===== src/rtl/core/dbqn_pkg.sv =====
// Package: shared types, constants and register indexes for the depth box quadrant block.
package dbqn_pkg;

  localparam int COORD_W        = 16;
  localparam int MIN_POINTS_W   = 20;
  localparam int CFG_DATA_W     = 20;
  localparam int CFG_INDEX_W    = 3;
  localparam int NUM_QUAD       = 4;
  localparam int COUNT_BITS_DEF = 20;
  localparam int QUEUE_DEPTH_DEF = 4;

  localparam logic signed [COORD_W-1:0] DEPTH_MAX = 16'sd32767;

  localparam logic signed [COORD_W-1:0] BOX_Y_LOW_RST  = 16'sd0;
  localparam logic signed [COORD_W-1:0] BOX_Y_HIGH_RST = 16'sd600;
  localparam logic signed [COORD_W-1:0] BOX_X_LOW_RST  = -16'sd500;
  localparam logic signed [COORD_W-1:0] BOX_X_HIGH_RST = 16'sd500;
  localparam logic signed [COORD_W-1:0] Y_SPLIT_RST    = 16'sd300;
  localparam logic [MIN_POINTS_W-1:0]   MIN_POINTS_RST = 20'd100;

  typedef enum logic [CFG_INDEX_W-1:0] {
    CFG_BOX_Y_LOW  = 3'd0,
    CFG_BOX_Y_HIGH = 3'd1,
    CFG_BOX_X_LOW  = 3'd2,
    CFG_BOX_X_HIGH = 3'd3,
    CFG_Y_SPLIT    = 3'd4,
    CFG_MIN_POINTS = 3'd5
  } cfg_idx_e;

  // Quadrant order: low-left, high-left, low-right, high-right.
  typedef enum logic [1:0] {
    QUAD_LOW_LEFT   = 2'd0,
    QUAD_HIGH_LEFT  = 2'd1,
    QUAD_LOW_RIGHT  = 2'd2,
    QUAD_HIGH_RIGHT = 2'd3
  } quad_e;

  // One classified point as it travels from the front to the back.
  typedef struct packed {
    logic                      box_hit;
    logic [NUM_QUAD-1:0]       quad_hit;
    logic signed [COORD_W-1:0] z;
    logic                      last;
  } cls_t;

endpackage


===== src/rtl/core/dbqn_front.sv =====
// Front end: configuration registers, point intake and box/quadrant classification.
module dbqn_front import dbqn_pkg::*; (
  input  logic                      clk_i,
  input  logic                      rst_ni,
  input  logic                      cfg_valid_i,
  output logic                      cfg_ready_o,
  input  logic [CFG_INDEX_W-1:0]    cfg_index_i,
  input  logic [CFG_DATA_W-1:0]     cfg_data_i,
  input  logic                      in_valid_i,
  output logic                      in_ready_o,
  input  logic signed [COORD_W-1:0] pos_x_i,
  input  logic signed [COORD_W-1:0] pos_y_i,
  input  logic signed [COORD_W-1:0] pos_z_i,
  input  logic                      point_valid_i,
  input  logic                      frame_last_i,
  output logic                      push_o,
  output cls_t                      push_item_o,
  input  logic                      full_i,
  output logic [MIN_POINTS_W-1:0]   min_points_o
);

  logic signed [COORD_W-1:0] box_y_low_q, box_y_high_q, box_x_low_q, box_x_high_q, y_split_q;
  logic [MIN_POINTS_W-1:0]   min_points_q;
  logic                      y_lo, y_hi, x_lt, x_rt, in_box;

  assign cfg_ready_o = 1'b1;

  always_ff @(posedge clk_i or negedge rst_ni) begin
    if (!rst_ni) begin
      box_y_low_q  <= BOX_Y_LOW_RST;
      box_y_high_q <= BOX_Y_HIGH_RST;
      box_x_low_q  <= BOX_X_LOW_RST;
      box_x_high_q <= BOX_X_HIGH_RST;
      y_split_q    <= Y_SPLIT_RST;
      min_points_q <= MIN_POINTS_RST;
    end else if (cfg_valid_i) begin
      case (cfg_index_i)
        CFG_BOX_Y_LOW:  box_y_low_q  <= cfg_data_i[COORD_W-1:0];
        CFG_BOX_Y_HIGH: box_y_high_q <= cfg_data_i[COORD_W-1:0];
        CFG_BOX_X_LOW:  box_x_low_q  <= cfg_data_i[COORD_W-1:0];
        CFG_BOX_X_HIGH: box_x_high_q <= cfg_data_i[COORD_W-1:0];
        CFG_Y_SPLIT:    y_split_q    <= cfg_data_i[COORD_W-1:0];
        CFG_MIN_POINTS: min_points_q <= cfg_data_i[MIN_POINTS_W-1:0];
        default: ;
      endcase
    end
  end

  assign min_points_o = min_points_q;

  // Strict bounds everywhere; split lines belong to no quadrant.
  assign y_lo   = (pos_y_i > box_y_low_q) && (pos_y_i < y_split_q);
  assign y_hi   = (pos_y_i > y_split_q) && (pos_y_i < box_y_high_q);
  assign x_lt   = (pos_x_i < 0) && (pos_x_i > box_x_low_q);
  assign x_rt   = (pos_x_i > 0) && (pos_x_i < box_x_high_q);
  assign in_box = (pos_y_i > box_y_low_q) && (pos_y_i < box_y_high_q) &&
                  (pos_x_i > box_x_low_q) && (pos_x_i < box_x_high_q);

  assign in_ready_o = !full_i;
  assign push_o     = in_valid_i && !full_i;

  always_comb begin
    push_item_o.box_hit                  = point_valid_i && in_box;
    push_item_o.quad_hit[QUAD_LOW_LEFT]  = point_valid_i && y_lo && x_lt;
    push_item_o.quad_hit[QUAD_HIGH_LEFT] = point_valid_i && y_hi && x_lt;
    push_item_o.quad_hit[QUAD_LOW_RIGHT] = point_valid_i && y_lo && x_rt;
    push_item_o.quad_hit[QUAD_HIGH_RIGHT] = point_valid_i && y_hi && x_rt;
    push_item_o.z                        = pos_z_i;
    push_item_o.last                     = frame_last_i;
  end

endmodule


===== src/rtl/core/dbqn_fifo.sv =====
// Short queue of classified points between the front and the back.
module dbqn_fifo import dbqn_pkg::*; #(
  parameter int Depth = QUEUE_DEPTH_DEF
) (
  input  logic clk_i,
  input  logic rst_ni,
  input  logic push_i,
  input  cls_t push_item_i,
  output logic full_o,
  output logic pop_valid_o,
  output cls_t pop_item_o,
  input  logic pop_i
);

  localparam int PtrW = (Depth > 1) ? $clog2(Depth) : 1;
  localparam int CntW = $clog2(Depth + 1);

  cls_t            mem_q [Depth];
  logic [PtrW-1:0] wr_ptr_q, rd_ptr_q;
  logic [CntW-1:0] count_q;
  logic            do_pop;

  assign full_o      = (count_q == CntW'(Depth));
  assign pop_valid_o = (count_q != '0);
  assign pop_item_o  = mem_q[rd_ptr_q];
  assign do_pop      = pop_i && pop_valid_o;

  always_ff @(posedge clk_i) begin
    if (push_i) begin
      mem_q[wr_ptr_q] <= push_item_i;
    end
  end

  always_ff @(posedge clk_i or negedge rst_ni) begin
    if (!rst_ni) begin
      wr_ptr_q <= '0;
      rd_ptr_q <= '0;
      count_q  <= '0;
    end else begin
      if (push_i) begin
        wr_ptr_q <= (wr_ptr_q == PtrW'(Depth - 1)) ? '0 : wr_ptr_q + 1'b1;
      end
      if (do_pop) begin
        rd_ptr_q <= (rd_ptr_q == PtrW'(Depth - 1)) ? '0 : rd_ptr_q + 1'b1;
      end
      if (push_i && !do_pop) begin
        count_q <= count_q + 1'b1;
      end else if (!push_i && do_pop) begin
        count_q <= count_q - 1'b1;
      end
    end
  end

endmodule


===== src/rtl/core/dbqn_back.sv =====
// Back end: nearest-depth accumulators, saturating box count and result register.
module dbqn_back import dbqn_pkg::*; #(
  parameter int CountBits = COUNT_BITS_DEF
) (
  input  logic                      clk_i,
  input  logic                      rst_ni,
  input  logic                      pop_valid_i,
  input  cls_t                      pop_item_i,
  output logic                      pop_o,
  input  logic [MIN_POINTS_W-1:0]   min_points_i,
  output logic                      out_valid_o,
  input  logic                      out_ready_i,
  output logic signed [COORD_W-1:0] near_box_o,
  output logic signed [COORD_W-1:0] near_low_left_x_o,
  output logic signed [COORD_W-1:0] near_high_left_x_o,
  output logic signed [COORD_W-1:0] near_low_right_x_o,
  output logic signed [COORD_W-1:0] near_high_right_x_o
);

  localparam int CmpW = (CountBits > MIN_POINTS_W) ? CountBits : MIN_POINTS_W;

  logic signed [COORD_W-1:0] box_min_q, box_min_d;
  logic signed [COORD_W-1:0] quad_min_q [NUM_QUAD];
  logic signed [COORD_W-1:0] quad_min_d [NUM_QUAD];
  logic signed [COORD_W-1:0] quad_res   [NUM_QUAD];
  logic [NUM_QUAD-1:0]       quad_hit_q, quad_hit_d;
  logic [CountBits-1:0]      count_q, count_d;
  logic                      out_valid_q;
  logic                      take, emit;

  // Accept from the queue whenever the result slot is free or draining.
  assign pop_o = !out_valid_q || out_ready_i;
  assign take  = pop_o && pop_valid_i;

  always_comb begin
    box_min_d = box_min_q;
    count_d   = count_q;
    if (pop_item_i.box_hit) begin
      if (pop_item_i.z < box_min_q) begin
        box_min_d = pop_item_i.z;
      end
      if (!(&count_q)) begin
        count_d = count_q + 1'b1;
      end
    end
    quad_hit_d = quad_hit_q | pop_item_i.quad_hit;
    for (int i = 0; i < NUM_QUAD; i++) begin
      quad_min_d[i] = quad_min_q[i];
      if (pop_item_i.quad_hit[i] && (pop_item_i.z < quad_min_q[i])) begin
        quad_min_d[i] = pop_item_i.z;
      end
      quad_res[i] = quad_hit_d[i] ? quad_min_d[i] : '0;
    end
  end

  assign emit = take && pop_item_i.last && (CmpW'(count_d) > CmpW'(min_points_i));

  always_ff @(posedge clk_i or negedge rst_ni) begin
    if (!rst_ni) begin
      box_min_q   <= DEPTH_MAX;
      quad_hit_q  <= '0;
      count_q     <= '0;
      out_valid_q <= 1'b0;
      for (int i = 0; i < NUM_QUAD; i++) begin
        quad_min_q[i] <= DEPTH_MAX;
      end
    end else begin
      if (take) begin
        if (pop_item_i.last) begin
          box_min_q  <= DEPTH_MAX;
          quad_hit_q <= '0;
          count_q    <= '0;
          for (int i = 0; i < NUM_QUAD; i++) begin
            quad_min_q[i] <= DEPTH_MAX;
          end
        end else begin
          box_min_q  <= box_min_d;
          quad_hit_q <= quad_hit_d;
          count_q    <= count_d;
          for (int i = 0; i < NUM_QUAD; i++) begin
            quad_min_q[i] <= quad_min_d[i];
          end
        end
      end
      if (emit) begin
        out_valid_q <= 1'b1;
      end else if (out_ready_i) begin
        out_valid_q <= 1'b0;
      end
    end
  end

  always_ff @(posedge clk_i) begin
    if (emit) begin
      near_box_o          <= box_min_d;
      near_low_left_x_o   <= quad_res[QUAD_LOW_LEFT];
      near_high_left_x_o  <= quad_res[QUAD_HIGH_LEFT];
      near_low_right_x_o  <= quad_res[QUAD_LOW_RIGHT];
      near_high_right_x_o <= quad_res[QUAD_HIGH_RIGHT];
    end
  end

  assign out_valid_o = out_valid_q;

endmodule


===== src/rtl/core/depth_box_quadrant_nearest.sv =====
// Top level: nearest depth inside a box and its four quadrants, one result per frame
// whose box count exceeds min_points. Throughput: one point per cycle while the queue
// has room; the back end folds a point into the minima each cycle its result slot is
// free or draining. A frame's last point passes the queue, then the result register.
// Reset: config registers return to their defaults, minima to 32767, count and hits to 0,
// and the queue and result register empty. No clearing pass; points are taken right away.
module depth_box_quadrant_nearest import dbqn_pkg::*; #(
  parameter int CountBits  = COUNT_BITS_DEF,
  parameter int QueueDepth = QUEUE_DEPTH_DEF
) (
  input  logic                      clk_i,
  input  logic                      rst_ni,
  input  logic                      cfg_valid_i,
  output logic                      cfg_ready_o,
  input  logic [CFG_INDEX_W-1:0]    cfg_index_i,
  input  logic [CFG_DATA_W-1:0]     cfg_data_i,
  input  logic                      in_valid_i,
  output logic                      in_ready_o,
  input  logic signed [COORD_W-1:0] pos_x_i,
  input  logic signed [COORD_W-1:0] pos_y_i,
  input  logic signed [COORD_W-1:0] pos_z_i,
  input  logic                      point_valid_i,
  input  logic                      frame_last_i,
  output logic                      out_valid_o,
  input  logic                      out_ready_i,
  output logic signed [COORD_W-1:0] near_box_o,
  output logic signed [COORD_W-1:0] near_low_left_x_o,
  output logic signed [COORD_W-1:0] near_high_left_x_o,
  output logic signed [COORD_W-1:0] near_low_right_x_o,
  output logic signed [COORD_W-1:0] near_high_right_x_o
);

  logic                    push, full, pop_valid, pop;
  cls_t                    push_item, pop_item;
  logic [MIN_POINTS_W-1:0] min_points;

  // Front: hold the config, classify each request against box and quadrants.
  dbqn_front u_front (
    .clk_i         (clk_i),
    .rst_ni        (rst_ni),
    .cfg_valid_i   (cfg_valid_i),
    .cfg_ready_o   (cfg_ready_o),
    .cfg_index_i   (cfg_index_i),
    .cfg_data_i    (cfg_data_i),
    .in_valid_i    (in_valid_i),
    .in_ready_o    (in_ready_o),
    .pos_x_i       (pos_x_i),
    .pos_y_i       (pos_y_i),
    .pos_z_i       (pos_z_i),
    .point_valid_i (point_valid_i),
    .frame_last_i  (frame_last_i),
    .push_o        (push),
    .push_item_o   (push_item),
    .full_i        (full),
    .min_points_o  (min_points)
  );

  // Queue: absorb points while the result register waits on the consumer.
  dbqn_fifo #(
    .Depth (QueueDepth)
  ) u_fifo (
    .clk_i       (clk_i),
    .rst_ni      (rst_ni),
    .push_i      (push),
    .push_item_i (push_item),
    .full_o      (full),
    .pop_valid_o (pop_valid),
    .pop_item_o  (pop_item),
    .pop_i       (pop)
  );

  // Back: fold minima and count; at frame end emit if count > min_points, then clear.
  dbqn_back #(
    .CountBits (CountBits)
  ) u_back (
    .clk_i               (clk_i),
    .rst_ni              (rst_ni),
    .pop_valid_i         (pop_valid),
    .pop_item_i          (pop_item),
    .pop_o               (pop),
    .min_points_i        (min_points),
    .out_valid_o         (out_valid_o),
    .out_ready_i         (out_ready_i),
    .near_box_o          (near_box_o),
    .near_low_left_x_o   (near_low_left_x_o),
    .near_high_left_x_o  (near_high_left_x_o),
    .near_low_right_x_o  (near_low_right_x_o),
    .near_high_right_x_o (near_high_right_x_o)
  );

endmodule

===== config.mk =====
export PLATFORM = sky130hd
export DESIGN_NAME = depth_box_quadrant_nearest
export DESIGN_NICKNAME = d
export VERILOG_FILES = /design/src/rtl/core/dbqn_pkg.sv /design/src/rtl/core/dbqn_front.sv /design/src/rtl/core/dbqn_fifo.sv /design/src/rtl/core/dbqn_back.sv /design/src/rtl/core/depth_box_quadrant_nearest.sv
export SDC_FILE = /design/constraint.sdc
export NUM_CORES = 1
export LEC_CHECK = 0
export BUFFER_PORTS_ARGS = -buffer_cell sky130_fd_sc_hd__buf_2
export CAP_MARGIN = 20
export CORE_MARGIN = 2
export CORE_UTILIZATION = 40
export DETAILED_ROUTE_END_ITERATION = 8
export MAX_ROUTING_LAYER = met4
export PLACE_DENSITY = 0.59
export SYNTH_ARGS = -nofsm -noshare
export SYNTH_HDL_FRONTEND = slang
export SYNTH_SLANG_ARGS = --single-unit

===== constraint.sdc =====
create_clock -name clk_i -period 12.4 [get_ports clk_i]
set_clock_uncertainty 0.15 [all_clocks]
set_input_delay 1.24 -clock clk_i [delete_from_list [all_inputs] [get_ports clk_i]]
set_output_delay 1.24 -clock clk_i [all_outputs]
set_load 0.02 [all_outputs]

# Word-level counts from Yosys, hierarchy flattened
# Memory sizes are Yosys's and may differ from the RTL's.
# Index checks and enable logic that the tools add are counted.
# Widths: inputs -> output; s select.
# op_classes
reduce_logical,40
n_eq_ne,8
addsub,5
n_lt_le_gt_ge,14
n_bitwise,1
mux,20
# op_table
cell,n
$lt 16x16->1,8
$mux 16,7
$mux 64,1
$mux 20,3
$gt 16x16->1,3
$logic_and 1x1->1,24
$add 20x1->20 const B,1
$gt 20x20->1,1
$reduce_and 20->1,1
$gt 16x1->1 const B,1
$lt 16x1->1 const B,1
$reduce_and 2->1,6
$eq 3x3->1 const B,3
$eq 3x2->1 const B,2
$mux 3,2
$add 2x1->2 const B,2
$eq 2x2->1 const B,2
$logic_not 1->1,4
$mux 1,4
$mux 2,2
$mux 4,1
$or 4x4->4,1
$reduce_bool 2->1,2
$add 3x1->3 const B,1
other kinds (5),5
# word_totals
out_inout_bits,83
ram_bits,88
n_memories,1
reg_bits,292
# mem_list
name,words,word_bits,read_ports,rd_ports_with_merged_regs,write_ports,line,rtl
u_fifo.mem_q,4,22,1,0,1,dbqn_fifo.sv:18,cls_t mem_q [Depth];

# Depth between registers and ports, before layout
# logic_depth
ltp_word,7
depth_mapped,16
mapped_depth_nobuf,15

# By module
# From an unflattened synthesis, not the netlist that was laid out.
# hier_totals
hier_cells,1835
hier_area_um2,20693.6
# by_module_without_submodules
mod,instances,area_each_um2,seq_area_each_um2,cells_per_inst
dbqn_back,1,11126.9,5123.7,1094
dbqn_front,1,5926.9,2534.9,589
dbqn_fifo,1,3639.7,2817.7,152

# Least setup slack after synthesis
# Ideal clock, no wire load.
# synth_path
path_kind,register to register
from,reg u_fifo.rd_ptr_q[1]
to,reg u_back.near_box_o[0] (enable)
slack_ps,7360
path_stages_with_launch,17
synth_period_minus_slack_ps,5040
required_time_ps,11813
arrival_time_ps,4453
setup_ps,437
path_cell_list,dfrtp_1 buf_2 buf_2 mux4_2 o31a_1 clkbuf_1 and2_1 nand3_1 xnor2_1 ha_1 nand4_1 nor3_1 nand4_1 a21oi_1 a211oi_1 nor2_1 a21o_1
# synth_via
elab_chain_len,4
elab_cells_between_ends,5
cone_classes,order compare: 1; mux: 1; reduce/logical: 2; memory: 1
# synth_rtl
element,line,rtl
start: declaration,dbqn_fifo.sv:19,"logic [PtrW-1:0] wr_ptr_q, rd_ptr_q;"
start signal: assignment,dbqn_fifo.sv:44,rd_ptr_q <= (rd_ptr_q == PtrW'(Depth - 1)) ? '0 : rd_ptr_q + 1'b1;
$mem_v2 4x22 *,--,
$mux 20,dbqn_back.sv:38,if (pop_item_i.box_hit) begin
$gt 20x20->1,dbqn_back.sv:56,assign emit = take && pop_item_i.last && (CmpW'(count_d) > CmpW'(min_points_i));
$logic_and 1x1->1 *,dbqn_back.sv:56,
named net u_back.emit,dbqn_back.sv:29,"logic take, emit;"
end signal: assignment,dbqn_back.sv:95,near_box_o <= box_min_d;
end: declaration,dbqn_back.sv:13,"output logic signed [COORD_W-1:0] near_box_o,"
# Mark *: on every way through the listed nets, which the timed path passes. The rest lies on a longest branch.
# A chain may end at the register's enable or synchronous reset.

# Worst setup path in the final report
# layout_path
from,reg u_fifo.rd_ptr_q[0]
to,reg u_back.near_low_left_x_o[7] (enable)
# layout_via
elab_chain_len,4
elab_cells_between_ends,5
cone_classes,order compare: 1; mux: 1; reduce/logical: 2; memory: 1
# layout_rtl
element,line,rtl
$mem_v2 4x22 *,--,
$mux 20,dbqn_back.sv:38,
$gt 20x20->1,dbqn_back.sv:56,
$logic_and 1x1->1 *,dbqn_back.sv:56,
named net u_back.emit,dbqn_back.sv:29,
end signal: assignment,dbqn_back.sv:96,near_low_left_x_o <= quad_res[QUAD_LOW_LEFT];
end: declaration,dbqn_back.sv:14,"output logic signed [COORD_W-1:0] near_low_left_x_o,"
# Marks and branches as above.

==> impl_summary.txt <==
----------------------------------------------------
[Min path]
  Hold crit path type ... reg2reg
  Worst Hold Path EP ... u_back.quad_hit_q[2]
  Hold Crit Depth ... 2
  Hold wc startpoint ... u_back.quad_hit_q[2]

[Run status]
  Result of the run ... completed

[Yosys]
  Async set or reset register ratio after synthesis ... 0.558
  Average instance area after synthesis ... 11.3 um2
  Fraction of synthesized cell area taken by the top area cell type ... 0.247
  Register bit total from synthesis ... 380
  Count of synthesis-stage warnings from yosys ... 0
  Syn nets ... 2075
  Mapped Cells ... 1816
  Most instantiated cells after synthesis ... inv_1, ha_1, edfxtp_1, nor2_1, nand2_1
  Number of enable flip-flop cells after synthesis ... 168
  Post-Syn Area ... 20400 um2
  Synth unique cells ... 74
  Primary flip-flop cell chosen by synthesis mapping ... edfxtp_1
  Largest area contributor in the netlist ... edfxtp_1
  Leading cell type by number of instances after synthesis ... inv_1
  Portion of the post-synthesis area used by sequential elements ... 0.513
  Top post-synthesis cells by area ... edfxtp_1, dfrtp_1, dfstp_2

[Timing]
  Final slew viol count ... 0
  RSZ-0062 raised after global routing ... false
  Final period demand of the worst path ... 4.79 ns
  Number of setup violations in the final report ... 0
  Fmax ... 209 MHz
  Worst rel slew slack ... 0.352
  Setup TNS ... 0 ns
  Share of the cycle needed by the critical path after routing ... 0.386
  Worst Tran Pin Value ... 0.967 ns
  Number of hold-slack violations in the final timing report ... 0

[Route]
  Routed wl met2 ... 22800 um
  DRC violation count after routing ... 0
  Routed wirelength normalized by instance count ... 18.7 um
  Vias ... 14300
  Met1 layer wirelength in the final routing ... 23200 um
  Wire length after detailed routing ... 49900 um
  Detailed router's first-iteration violation count ... 834
  Routed length on met3 ... 2810 um
  Ratio of routed vias to standard cells ... 5.36
  Iteration count of the initial detailed-routing pass ... 5
  Count of antenna-violating nets left after detailed routing ... 0
  Top layer used by detailed routing ... met4

[Final layout]
  Number of inserted filler cells in the final layout ... 4630
  Layout Cells excl Fill ... 2668
  Combined flip-flop and latch cell area ... 10500 um2
  Area of the multi-input gates ... 8800 um2
  Area growth from synthesis to final layout ... 15.8%
  Share of layout cells above drive strength 1 ... 0.243
  Layout Nets ... 2217

[CTS]
  Clock latency on the worst-skew pair ... 0.57 ns
  Max clock buf depth ... 3
  H-Tree Level Count ... 2
  Clock-pin transition on the worst setup and hold timing paths ... 0.06 ns
  CTS resizes ... 0
  Clock tree root driver cell ... clkbuf_16
  Hold buffers post-CTS ... 0
  Post-CTS setup-driven buffer insertion count ... 0
  Number of CTS-inserted buffers ... 44
  Clock tree from TritonCTS ... done
  Number of sinks driven by the clock tree ... 380

[Pwr]
  Power density of the placed cells ... 241 nW/um2
  Maximum ir drop on the vdd rail ... 0.133 mV
  Static Leak ... 10.5 nW

[Critical path]
  Critical Path Max Stage Delay ... 0.70 ns
  Data required time of the worst path ... 12.44 ns
  Worst Reg2Reg Path Length in Cells ... 15
  Worst path cell trace ... buf_4, mux4_2, o311ai_1, nor2_1, nand3_1, xnor2_1, ha_1, nand4_1, nor2_1, nand4_1, a21oi_1, a211oi_1, nor2_1, a21o_4, buf_4
  Most repeated library cell on the critical path ... nor2_1
  Crit-path max FO ... 72
  Setup CP Type ... reg2reg
  Reg2Reg Launch Point ... u_fifo.rd_ptr_q[0]
  Worst Setup End Kind ... flip-flop
  Worst R2R Setup Slack ... 7.61 ns
  Worst path slowest cell ... buf_4
  Data arrival at the endpoint of the critical path ... 4.83 ns
  Crit start category ... flip-flop
  Critical register-to-register path endpoint ... u_back.near_low_left_x_o[7]

[Place]
  Hpwl dp ... 34700 um
  Final Wtd Congestion ... 0.904
  Count of input and output buffers ... 159
  Placed Cells ... 2582

[Floorplan]
  Die Outline Area ... 52900 um2
  Chip Height ... 230 um
  Initial standard-cell utilization of the core ... 0.407
  Area of the placeable core ... 50300 um2
  I/O pin count ... 161
  Standard-cell rows ... 82
  Die Wd ... 230 um

[Global routing]
  Global route total overflow ... 0
  Wire length of the first global-routing pass ... 79900 um
  Total routing resource utilization after global routing ... 0.198
  Maximum number of pins on one net before global-route repair ... 84
  Antenna violations before repair ... 3
  Number of global-route vias before repair ... 14300

[Flow run]
  Reported max-cap violation count ... 0

----------------------------------------------------
-- sequential cells by signal, indices dropped and copies added, names as in the netlist, 20 cells and up --
name	cells
u_front.min_points_o	20
u_back.count_q	20
u_fifo.mem_q	88
u_back.quad_min_q	64
-- final cells by class --
class | instances | share of cell area
inverter | 212 | 0.0336
timing repair buffer | 185 | 0.0442
clock buffer | 55 | 0.0526
clock inverter | 26 | 0.0193
tap | 672 | 0.0355
multi-input combinational | 1135 | 0.372
sequential | 380 | 0.443
antenna | 3 | 0.000317
-- cell families (layout without fill, tap and decap cells) --
group	Yosys count	in the layout	synth area share
other cells	1	4	0.000183
compound gates	403	403	0.142
simple gates	442	442	0.106
flops	380	380	0.513
fa+ha+maj	181	181	0.111
mux	90	90	0.0601
xor+xnor	18	18	0.00771
buf+inv	301	478	0.0603
-- cell usage in the layout (no fill, tap or decap), drive strengths merged, types with 20 or more instances in the layout --
cell type | Yosys | layout
dfstp | 101 | 101
a21o | 27 | 27
edfxtp | 168 | 168
buf | 33 | 184
ha | 180 | 180
nand3 | 25 | 25
o22a | 45 | 45
nand2 | 123 | 123
a22o | 20 | 20
mux4 | 21 | 21
o21ai | 156 | 156
a221oi | 34 | 34
nand4 | 60 | 60
mux2i | 23 | 23
a21oi | 50 | 50
inv | 212 | 213
nor2 | 134 | 134
mux2 | 46 | 46
dfrtp | 111 | 111
clkbuf | 56 | 56
-- layer usage --
layer,vias to the layer above,global-route usage
met5,-,-
met4,0,0.0542
met3,65,0.0347
met2,370,0.303
met1,6990,0.270
li1,6872,-
-- worst max-delay path by stage --
stage | to | from | slack [ns] | cells after the start
floorplan | u_back.near_box_o[0] | u_fifo.rd_ptr_q[1] | 7.36 | 16
global placement | u_back.near_low_left_x_o[13] | u_fifo.rd_ptr_q[0] | 7.65 | 15
detailed placement | u_back.near_low_left_x_o[11] | u_fifo.rd_ptr_q[0] | 7.58 | 15
CTS | u_back.near_low_left_x_o[11] | u_fifo.rd_ptr_q[0] | 7.55 | 15
global route | u_back.near_low_left_x_o[10] | u_fifo.rd_ptr_q[0] | 7.20 | 15
finish | u_back.near_low_left_x_o[7] | u_fifo.rd_ptr_q[0] | 7.61 | 15
-- metrics by stage --
| step | setup slack [ns] | hold WS [ns] | instance area [um2] | utilization | power, mW |
|---|---|---|---|---|---|
| floorplan | 7.36 | 0.305 | 20400 | - | 3.57 |
| global placement | 7.65 | 0.320 | 21900 | 0.436 | 4.17 |
| detailed placement | 7.58 | 0.329 | 21900 | 0.436 | 4.22 |
| CTS | 7.55 | 0.345 | 23600 | 0.470 | 5.73 |
| global route | 7.20 | 0.374 | 23700 | 0.471 | 6.09 |
| finish | 7.61 | 0.345 | 23700 | 0.471 | 5.70 |
-- power breakdown --
group	leakage [nW]	switching (mW)	internal, mW
combinational	5.64	1.55	0.863
sequential	3.99	0.106	1.69
clock	0.826	0.526	0.963
total	10.5	2.19	3.51
-- critical path: cells and delay by family, from the launching register on --
family / cells / cell delay, ns
buffers and inverters: 2 / 1.13
and+or+nand+nor: 6 / 1.18
xor gates and xnor gates: 1 / 0.16
DFF: 1 / 0.32
muxes: 1 / 0.44
AOI/OAI and AO/OA: 4 / 0.62
adders and majority gates: 1 / 0.31
Note: power is estimated with default switching activity, not from simulation.
